**config.mk**
```make
export PLATFORM = sky130hd
export DESIGN_NAME = ipsv_queue
export DESIGN_NICKNAME = d
export VERILOG_FILES = /design/src/rtl/ipsv_pkg.sv /design/src/rtl/ipsv_queue.sv
export SDC_FILE = /design/constraint.sdc
export NUM_CORES = 1
export LEC_CHECK = 0
export ABC_AREA = 1
export BUFFER_PORTS_ARGS = -buffer_cell sky130_fd_sc_hd__buf_2
export CAP_MARGIN = 20
export CORE_ASPECT_RATIO = 1.2
export CORE_UTILIZATION = 40
export DETAILED_ROUTE_END_ITERATION = 10
export PLACE_DENSITY_LB_ADDON = 0.2
export SYNTH_ARGS = -nofsm -noshare
export SYNTH_HDL_FRONTEND = slang
export SYNTH_SLANG_ARGS = --single-unit
```
**constraint.sdc**
```tcl
create_clock -name clk -period 4.5 [get_ports clk]
set_input_delay 0.9 -clock clk [delete_from_list [all_inputs] [get_ports clk]]
set_output_delay 0.9 -clock clk [all_outputs]
set_load 0.005 [all_outputs]
```
**src/rtl/ipsv_pkg.sv**
```systemverilog
package ipsv_pkg;

	// sector codes, sector 1 of the space vector hexagon is code zero
	typedef enum logic [2:0] {
		SEC_1 = 3'd0,
		SEC_2 = 3'd1,
		SEC_3 = 3'd2,
		SEC_4 = 3'd3,
		SEC_5 = 3'd4,
		SEC_6 = 3'd5
	} ipsv_sector_t;

	// classified item handed from the rotation front to the timing back
	typedef struct packed {
		logic signed [31:0] alpha;
		logic signed [31:0] b3;
		ipsv_sector_t       sector;
	} ipsv_cls_t;

	// queue handshake seen from the front and the back
	typedef struct packed {
		logic push;
		logic pop;
	} ipsv_qreq_t;

	typedef struct packed {
		logic full;
		logic empty;
	} ipsv_qsts_t;

	// odd polynomial for sin over a quarter turn, q30
	localparam logic [30:0] CA1 = 31'd1686629713;
	localparam logic [30:0] CA3 = 31'd693598669;
	localparam logic [30:0] CA5 = 31'd85569306;
	localparam logic [30:0] CA7 = 31'd5026994;
	localparam logic [30:0] CA9 = 31'd172272;

	localparam logic signed [31:0] INV_SQRT3_Q30 = 32'sd619925131;

	localparam logic [15:0] QUARTER_TURN = 16'd16384;
	localparam logic [15:0] SINE_ONE     = 16'd16384;

endpackage

```
**src/rtl/ipsv_queue.sv**
```systemverilog
module ipsv_queue
	import ipsv_pkg::*;
#(
	parameter int DEPTH = 4
) (
	input  logic       clk,
	input  logic       arst_n,
	input  ipsv_qreq_t req,
	input  ipsv_cls_t  wr_data,
	output ipsv_qsts_t sts,
	output ipsv_cls_t  rd_data
);

	localparam int AW = $clog2(DEPTH);

	ipsv_cls_t    mem_q [DEPTH];
	logic [AW-1:0] wp_q, rp_q;
	logic [AW:0]   cnt_q;
	logic          do_push, do_pop;

	assign sts.full  = (cnt_q == (AW+1)'(DEPTH));
	assign sts.empty = (cnt_q == '0);
	assign do_push   = req.push && !sts.full;
	assign do_pop    = req.pop && !sts.empty;
	assign rd_data   = mem_q[rp_q];

	always_ff @(posedge clk or negedge arst_n) begin
		if (!arst_n) begin
			wp_q  <= '0;
			rp_q  <= '0;
			cnt_q <= '0;
		end else begin
			if (do_push) begin
				wp_q <= (wp_q == AW'(DEPTH-1)) ? '0 : wp_q + 1'b1;
			end
			if (do_pop) begin
				rp_q <= (rp_q == AW'(DEPTH-1)) ? '0 : rp_q + 1'b1;
			end
			unique case ({do_push, do_pop})
				2'b10:   cnt_q <= cnt_q + 1'b1;
				2'b01:   cnt_q <= cnt_q - 1'b1;
				default: cnt_q <= cnt_q;
			endcase
		end
	end

	always_ff @(posedge clk) begin
		if (do_push) begin
			mem_q[wp_q] <= wr_data;
		end
	end

endmodule

```
==> flow_summary.yaml, run 1 <==
run_status:
  status: "finished, final reports clean"
cts:
  cts_root_buffer: "sky130_fd_sc_hd__clkbuf_16"
  cts_num_sinks: 275
  cts_hold_buffers: 0
  clockBufferDepth: 3
  tritoncts: "done"
  h_tree_depth: 1
  clk_transition_reported_paths_ns: 0.06
  postCtsSetupRepairBufs: 0
  post_cts.resized_instances: 0
  tritoncts.num_buffers: 29
  worstSkewPairLatency_ns: 0.53
worst_setup_path:
  regToRegStartpoint: "cnt_q[0]"
  r2r_setup_slk_ns: 2.19
  critical_path.most_common_cell: "sky130_fd_sc_hd__nand2_1"
  cp_data_arrival_time_ns: 2.41
  worstSetupEndpointType: "output port"
  timing.critical_path.slowest_stage_cell: "sky130_fd_sc_hd__dfrtp_4"
  crit_start: "rp_q[0]"
  slowest_delay_ns: 0.94
  rr_worst_depth: 5
  startpoint_type: "flip-flop"
  path_cells: "buf_12 -> nand2_1 -> o211ai_1 -> nand2_1 -> buf_2"
  r2r-end: "mem_q[1][16]"
  worst_path_fanout_max: 108
  timing_worst_setup_path_type: "flip-flop to output port"
  critPathRequiredTime_ns: 3.60
floorplan:
  die-height_microns: 185
  initial_utilization_pct: 40.9
  io_pins: 140
  placeableCoreArea_sq_mm: 0.0273
  fp.dieW_microns: 154
  die-area_sq_mm: 0.0286
  num_rows: 66
global_routing:
  total_overflow_reported_by_the_global_router: 0
  grt_start_max_net_pins: 109
  global_route_wire_length_before_repair_mm: 33.2
  first_global_vias: 6195
  antenna_violations_before_repair: 4
  overall_global_routing_resource_usage_pct: 15.2
placement:
  dpl-instance-area_sq_mm: 0.0121
  port-buffer-count: 139
  routabilityCongestion: 0.707
  dpl.hpwl_mm: 12.1
timing:
  worst-slew-pin-transition_ns: 0.926
  finalSetupViolCount: 0
  worst_slew_margin_rel_pct: 38.3
  final.setup.tns_ns: 0
  fin_hold_ws_ns: 0.205
  timing.final.hold_violations: 0
  achievable-frequency_ghz: 0.303
  maxSlewViolCount: 0
  timing.final.crit_period_ns: 3.31
  fin_worst_skew_ns: 0.00593
  setup_repair_after_global_routing_missed_its_margin: "false"
  final_worst_path_period_share_pct: 73.4
synth:
  synth_top_cell_by_area: "sky130_fd_sc_hd__edfxtp_1"
  yosys_warnings: 0
  post_synth_num_cell_types: 18
  synth_sequential_area_ratio_pct: 73.7
  syn_area_per_cell_sq_um: 13.2
  syn-cell-area_sq_mm: 0.0112
  cell_types_occupying_the_most_area_after_synthesis: "sky130_fd_sc_hd__edfxtp_1, sky130_fd_sc_hd__o211ai_1, sky130_fd_sc_hd__nand2_1"
  ys_ff_latch: 275
  syn-instance-count: 843
  mappedNetlistNets: 921
  yosys.area.top_type_share_pct: 72.1
route:
  route.detailed.vias_per_inst: 4.76
  detailedRoute.firstPassIterationCount: 4
  dr.first_iter.drc_count: 325
  wirelength_mm: 21.3
  detail_route.wl_per_cell_microns: 15.8
  drt_drc_violations_left: 0
  number_of_nets_with_antenna_violations_after_detailed_routing: 0
  via_count: 6401
power:
  power.density_mw_per_mm2: 636
  vdd_ir_drop_max_mv: 0.369
  leakagePower_nw: 5.16
cells_and_area:
  syn_to_final_growth_pct: 16.1
  drive_above_1_share_pct: 19.8
  fin_nets: 1059
  final_util_pct: 47.5
  final_design_area_no_fill_sq_mm: 0.0130
worst_hold_path:
  hp-class: "primary input to asynchronous set/reset pin"
run:
  maxCapViolCount: 0
state kept, by name, summed over array words and instances, names as in the netlist:
signal  cells
cnt_q       3
wp_q        2
mem_q     268
rp_q        2
power by group:
part	internal, mW	leakage, nW	switching (mW)	total, mW
sequential	3.36	2.54	0.207	3.57
combinational	0.903	2.19	1.57	2.47
clock	1.29	0.437	0.917	2.20
per-stage QoR:
step	std cells	power, mW	setup WS, ns
5_1_grt	1344	8.80	0.979
6_report	1344	8.24	1.19
3_3_place_gp	1290	6.14	1.76
2_1_floorplan	843	5.34	0.157
4_1_cts	1343	8.40	1.16
3_5_place_dp	1290	6.18	1.73
cells by family (layout without fill, tap and decap cells):
kind of cell	after synthesis	count (layout)	share of synthesized area, %
flip-flops	275	275	73.7
AO/OA/AOI/OAI	135	135	9.06
AND/OR/NAND/NOR	230	230	7.84
buffers and inverters	195	355	8.45
other	0	1	0
adder cells (fa/ha/maj)	7	7	0.852
XOR/XNOR	1	1	0.0785
synth_stat cells (all sizes together):
cell	n
nand4	1
fa	1
nand2	216
o211ai	134
nand3	7
xnor2	1
o21ai	1
nor2	6
inv	150
clkbuf	4
ha	6
edfxtp	268
buf	41
dfrtp	7
worst max-delay path by stage:
stage             endpoint  depth (start not counted)
2_1_floorplan  mem_q[0][0]                          2
3_3_place_gp    rd_data[9]                          5
3_5_place_dp   rd_data[26]                          5
4_1_cts        rd_data[26]                          5
5_1_grt        rd_data[21]                          5
6_report       rd_data[26]                          5
final cells by class:
cell class | count | area (sq um)
Fill cell | 2435 | 14300
Inverter | 150 | 563
Multi-Input combinational cell | 373 | 2020
Clock inverter | 20 | 145
Clock buffer | 33 | 741
Antenna cell | 1 | 2.50
Timing Repair Buffer | 152 | 831
Tap cell | 340 | 425
Sequential cell | 275 | 8230
layer usage:
| layer | global-route usage (%) | part of all wire, % | wire, microns |
|---|---|---|---|
| met5 | 0 | 0.21 | 44 |
| met4 | 4.79 | 2.1 | 446 |
| met3 | 2.83 | 4.4 | 944 |
| met2 | 26.8 | 50 | 10600 |
| met1 | 18.8 | 43 | 9230 |
critical path: cells and delay by family (launching register included):
family,cells,cell delay [ns]
flip-flops,1,0.94
AO/OA/AOI/OAI,1,0.10
AND/OR/NAND/NOR,2,0.19
buffers and inverters,2,0.55
cell usage in the layout (no fill, tap or decap), drive strengths merged:
master / instances
edfxtp: 268
nand2: 216
buf: 152
inv: 151
o211ai: 134
clkbuf: 33
clkinv: 16
nand3: 7
dfrtp: 7
ha: 6
nor2: 6
bufinv: 2
diode: 1
o21ai: 1
xnor2: 1
nand4: 1
fa: 1
clkinvlp: 1
No activity file was read; power rests on OpenSTA's default activity.
==> inputs of run 2 (changes only) <==
ABC_AREA = 0   (was 1)
clock period = 3.46 ns   (was 4.5 ns; I/O delays follow)
==> run 2 against run 1 <==
  * Setup slack worse by 0.79 ns
  * Total power is 23% higher
  * Critical endpoint is now rd_data[61]
  * First-iteration DRC count decreased by 35%
  * Highest routed layer unchanged
  * Synthesized area fell by 9.3%
==> flow_summary.yaml, run 2 <==
synth:
  post_synth_num_cell_types: 21
  syn_area_per_cell_sq_um: 25.9
  yosys_warnings: 0
  combinational_family_with_the_most_area_after_synthesis: "multiplexers"
  synth_top_cell_by_area: "sky130_fd_sc_hd__edfxtp_1"
  share_of_synthesized_flip_flops_with_an_asynchronous_set_or_reset_pct: 2.55
  syn-instance-count: 391
  synth_sequential_area_ratio_pct: 81.2
  mappedNetlistNets: 469
  synth_enable_flop_cells: 268
  primary_flip_flop_cell_chosen_by_synthesis_mapping: "sky130_fd_sc_hd__edfxtp_1"
  yosys.area.top_type_share_pct: 79.5
  synth_fa_ha_area_share_pct: 0.940
  synth_xor_area_share_pct: 0.260
  synth_compound_gate_area_share_pct: 0
  synthSimpleGateAreaFrac_pct: 0.606
  netlist_top_cells_count: "sky130_fd_sc_hd__edfxtp_1, sky130_fd_sc_hd__mux4_2, sky130_fd_sc_hd__dfrtp_1, sky130_fd_sc_hd__inv_1, sky130_fd_sc_hd__ha_1"
  syn-cell-area_sq_mm: 0.0101
  synthMostInstantiatedCell: "sky130_fd_sc_hd__edfxtp_1"
  share_of_synthesized_area_spent_on_multiplexers_pct: 15.5
  cell_types_occupying_the_most_area_after_synthesis: "sky130_fd_sc_hd__edfxtp_1, sky130_fd_sc_hd__mux4_2, sky130_fd_sc_hd__dfrtp_1"
  ys_ff_latch: 275
worst_setup_path:
  cp_data_arrival_time_ns: 2.36
  startpoint_type: "flip-flop"
  critical_path_buf_inv_count: 2
  r2r_setup_slk_ns: 1.23
  worst_path_fanout_max: 23
  regToRegStartpoint: "cnt_q[2]"
  path_cells: "buf_4 -> mux4_2 -> buf_2"
  critPathRequiredTime_ns: 2.77
  worstSetupEndpointType: "output port"
  r2r-end: "mem_q[2][10]"
  slowest_delay_ns: 0.73
  critical_path.top_delay_family: "flip-flops"
  timing.critical_path.slowest_stage_cell: "sky130_fd_sc_hd__dfrtp_4"
  rr_worst_depth: 4
  timing_worst_setup_path_type: "flip-flop to output port"
cells_and_area:
  largestRegisters: "mem_q: 268 flops, cnt_q: 3 flops"
  syn_to_final_growth_pct: 20.0
  top_library_cells_by_usage_in_the_layout_fill_and_taps_aside: "sky130_fd_sc_hd__edfxtp_1, sky130_fd_sc_hd__buf_2, sky130_fd_sc_hd__mux4_2, sky130_fd_sc_hd__clkbuf_16"
  non_filler_cells_in_the_finished_layout: 903
  most_common_cell_after_layout_fill_and_taps_aside: "sky130_fd_sc_hd__edfxtp_1"
  registers.top_by_ff_count: "mem_q"
  final_design_area_no_fill_sq_mm: 0.0121
  drive_above_1_share_pct: 47.5
  largest_register_ff_count: 268
  final_util_pct: 49.1
  fin_nets: 635
cts:
  clockBufferDepth: 3
  post_cts.resized_instances: 0
  postCtsSetupRepairBufs: 0
  cts_root_buffer: "sky130_fd_sc_hd__clkbuf_16"
  worstSkewPairLatency_ns: 0.52
  cts_num_sinks: 275
  cts_hold_buffers: 1
  tritoncts.num_buffers: 26
  h_tree_depth: 1
  tritoncts: "done"
  clk_transition_reported_paths_ns: 0.06
floorplan:
  initial_utilization_pct: 40.9
  die-area_sq_mm: 0.0259
  placeableCoreArea_sq_mm: 0.0248
  io_pins: 140
  die-height_microns: 176
  fp.dieW_microns: 147
  num_rows: 63
timing:
  worst_slew_margin_rel_pct: 62.5
  setup_repair_after_global_routing_missed_its_margin: "false"
  maxSlewViolCount: 0
  worst-slew-pin-transition_ns: 0.561
  finalSetupViolCount: 0
  final_critical_path_setup_slack_ns: 0.410
  timing.final.crit_period_ns: 3.05
  fin_worst_skew_ns: 0.0157
  timing.final.hold_violations: 0
  achievable-frequency_ghz: 0.328
  final.setup.tns_ns: 0
  final_worst_path_period_share_pct: 88.2
route:
  via_count: 4461
  detailedRoute.firstPassIterationCount: 4
  drt_drc_violations_left: 0
  dr.first_iter.drc_count: 212
  wirelength_mm: 18.5
  number_of_nets_with_antenna_violations_after_detailed_routing: 0
  detail_route.wl_per_cell_microns: 20.5
  route.detailed.vias_per_inst: 4.94
worst_hold_path:
  holdCritStartpoint: "wr_data[15]"
  min_delay_path_depth: 1
  worstHoldEndpoint: "mem_q[1][15]"
  hp-class: "primary input to flip-flop"
placement:
  dp_slack_ns: 0.864
  routabilityCongestion: 0.676
  port-buffer-count: 139
  dpl-instance-area_sq_mm: 0.0113
  dpl.hpwl_mm: 11.2
  dp_cells: 853
global_routing:
  overall_global_routing_resource_usage_pct: 14.6
  grt_start_max_net_pins: 40
  global_route_wire_length_before_repair_mm: 28.2
  antenna_violations_before_repair: 2
  total_overflow_reported_by_the_global_router: 0
  first_global_vias: 4991
power:
  vdd_ir_drop_max_mv: 0.413
  leakagePower_nw: 4.16
  power.density_mw_per_mm2: 837
run_status:
  status: "finished, final reports clean"
run:
  maxCapViolCount: 0
[run 2: cell count changes in the layout (fill, tap and decap cells not counted), sizes merged, moves of 2 or more]
cell and delta:
clkbuf -5, inv -144, o211ai -134, clkinvlp +4, and2 +4, clkinv -3, nand2 -216, mux2 +4
nand3 -7, xor2 +2, mux4 +67, nor2 -3
[run 2: logic make-up (layout without fill, tap and decap cells)]
logic type	count (synthesis)	after routing
flops	275	275
mux	72	72
buf+inv	23	209
simple gates	11	11
fa+ha+maj	7	7
xor+xnor	3	3
other cells	0	1
[run 2: layout make-up]
type / instances / area (sq um)
clock buffers: 28 / 689
diodes: 1 / 2.50
clock inverters: 20 / 158
flip-flops and latches: 275 / 8230
repair buffers: 154 / 873
fillers: 2028 / 12600
multi-input cells: 93 / 1760
inverters: 7 / 26.3
well taps: 325 / 407
[run 2: worst max path at each step]
stage | cells past startpoint | from | to
2_1_floorplan | 2 | req[1] | mem_q[1][0]
3_3_place_gp | 3 | rp_q[0] | rd_data[61]
3_5_place_dp | 3 | rp_q[0] | rd_data[61]
4_1_cts | 3 | rp_q[0] | rd_data[61]
5_1_grt | 3 | rp_q[0] | rd_data[61]
6_report | 3 | rp_q[0] | rd_data[61]
[run 2: per-stage QoR]
step | hold slack (ns) | power (mW)
6_report | 0.378 | 10.2
5_1_grt | 0.358 | 10.7
4_1_cts | 0.355 | 10.4
3_5_place_dp | 0.477 | 7.59
3_3_place_gp | 0.469 | 7.54
2_1_floorplan | 0.396 | 6.43
[run 2: report_power, final]
part | switching [mW] | total [mW] | internal [mW] | leakage, nW
clock | 1.17 | 2.76 | 1.59 | 0.410
combinational | 1.31 | 2.72 | 1.41 | 1.22
sequential | 0.284 | 4.68 | 4.40 | 2.54
[run 2: metal layers]
layer / share of wire [%] / global-route usage, % / routed length [microns]
met5: 0.070 / 0 / 13
met4: 1.8 / 4.25 / 328
met3: 5.0 / 3.10 / 921
met2: 53 / 26.1 / 9850
met1: 40 / 17.6 / 7370
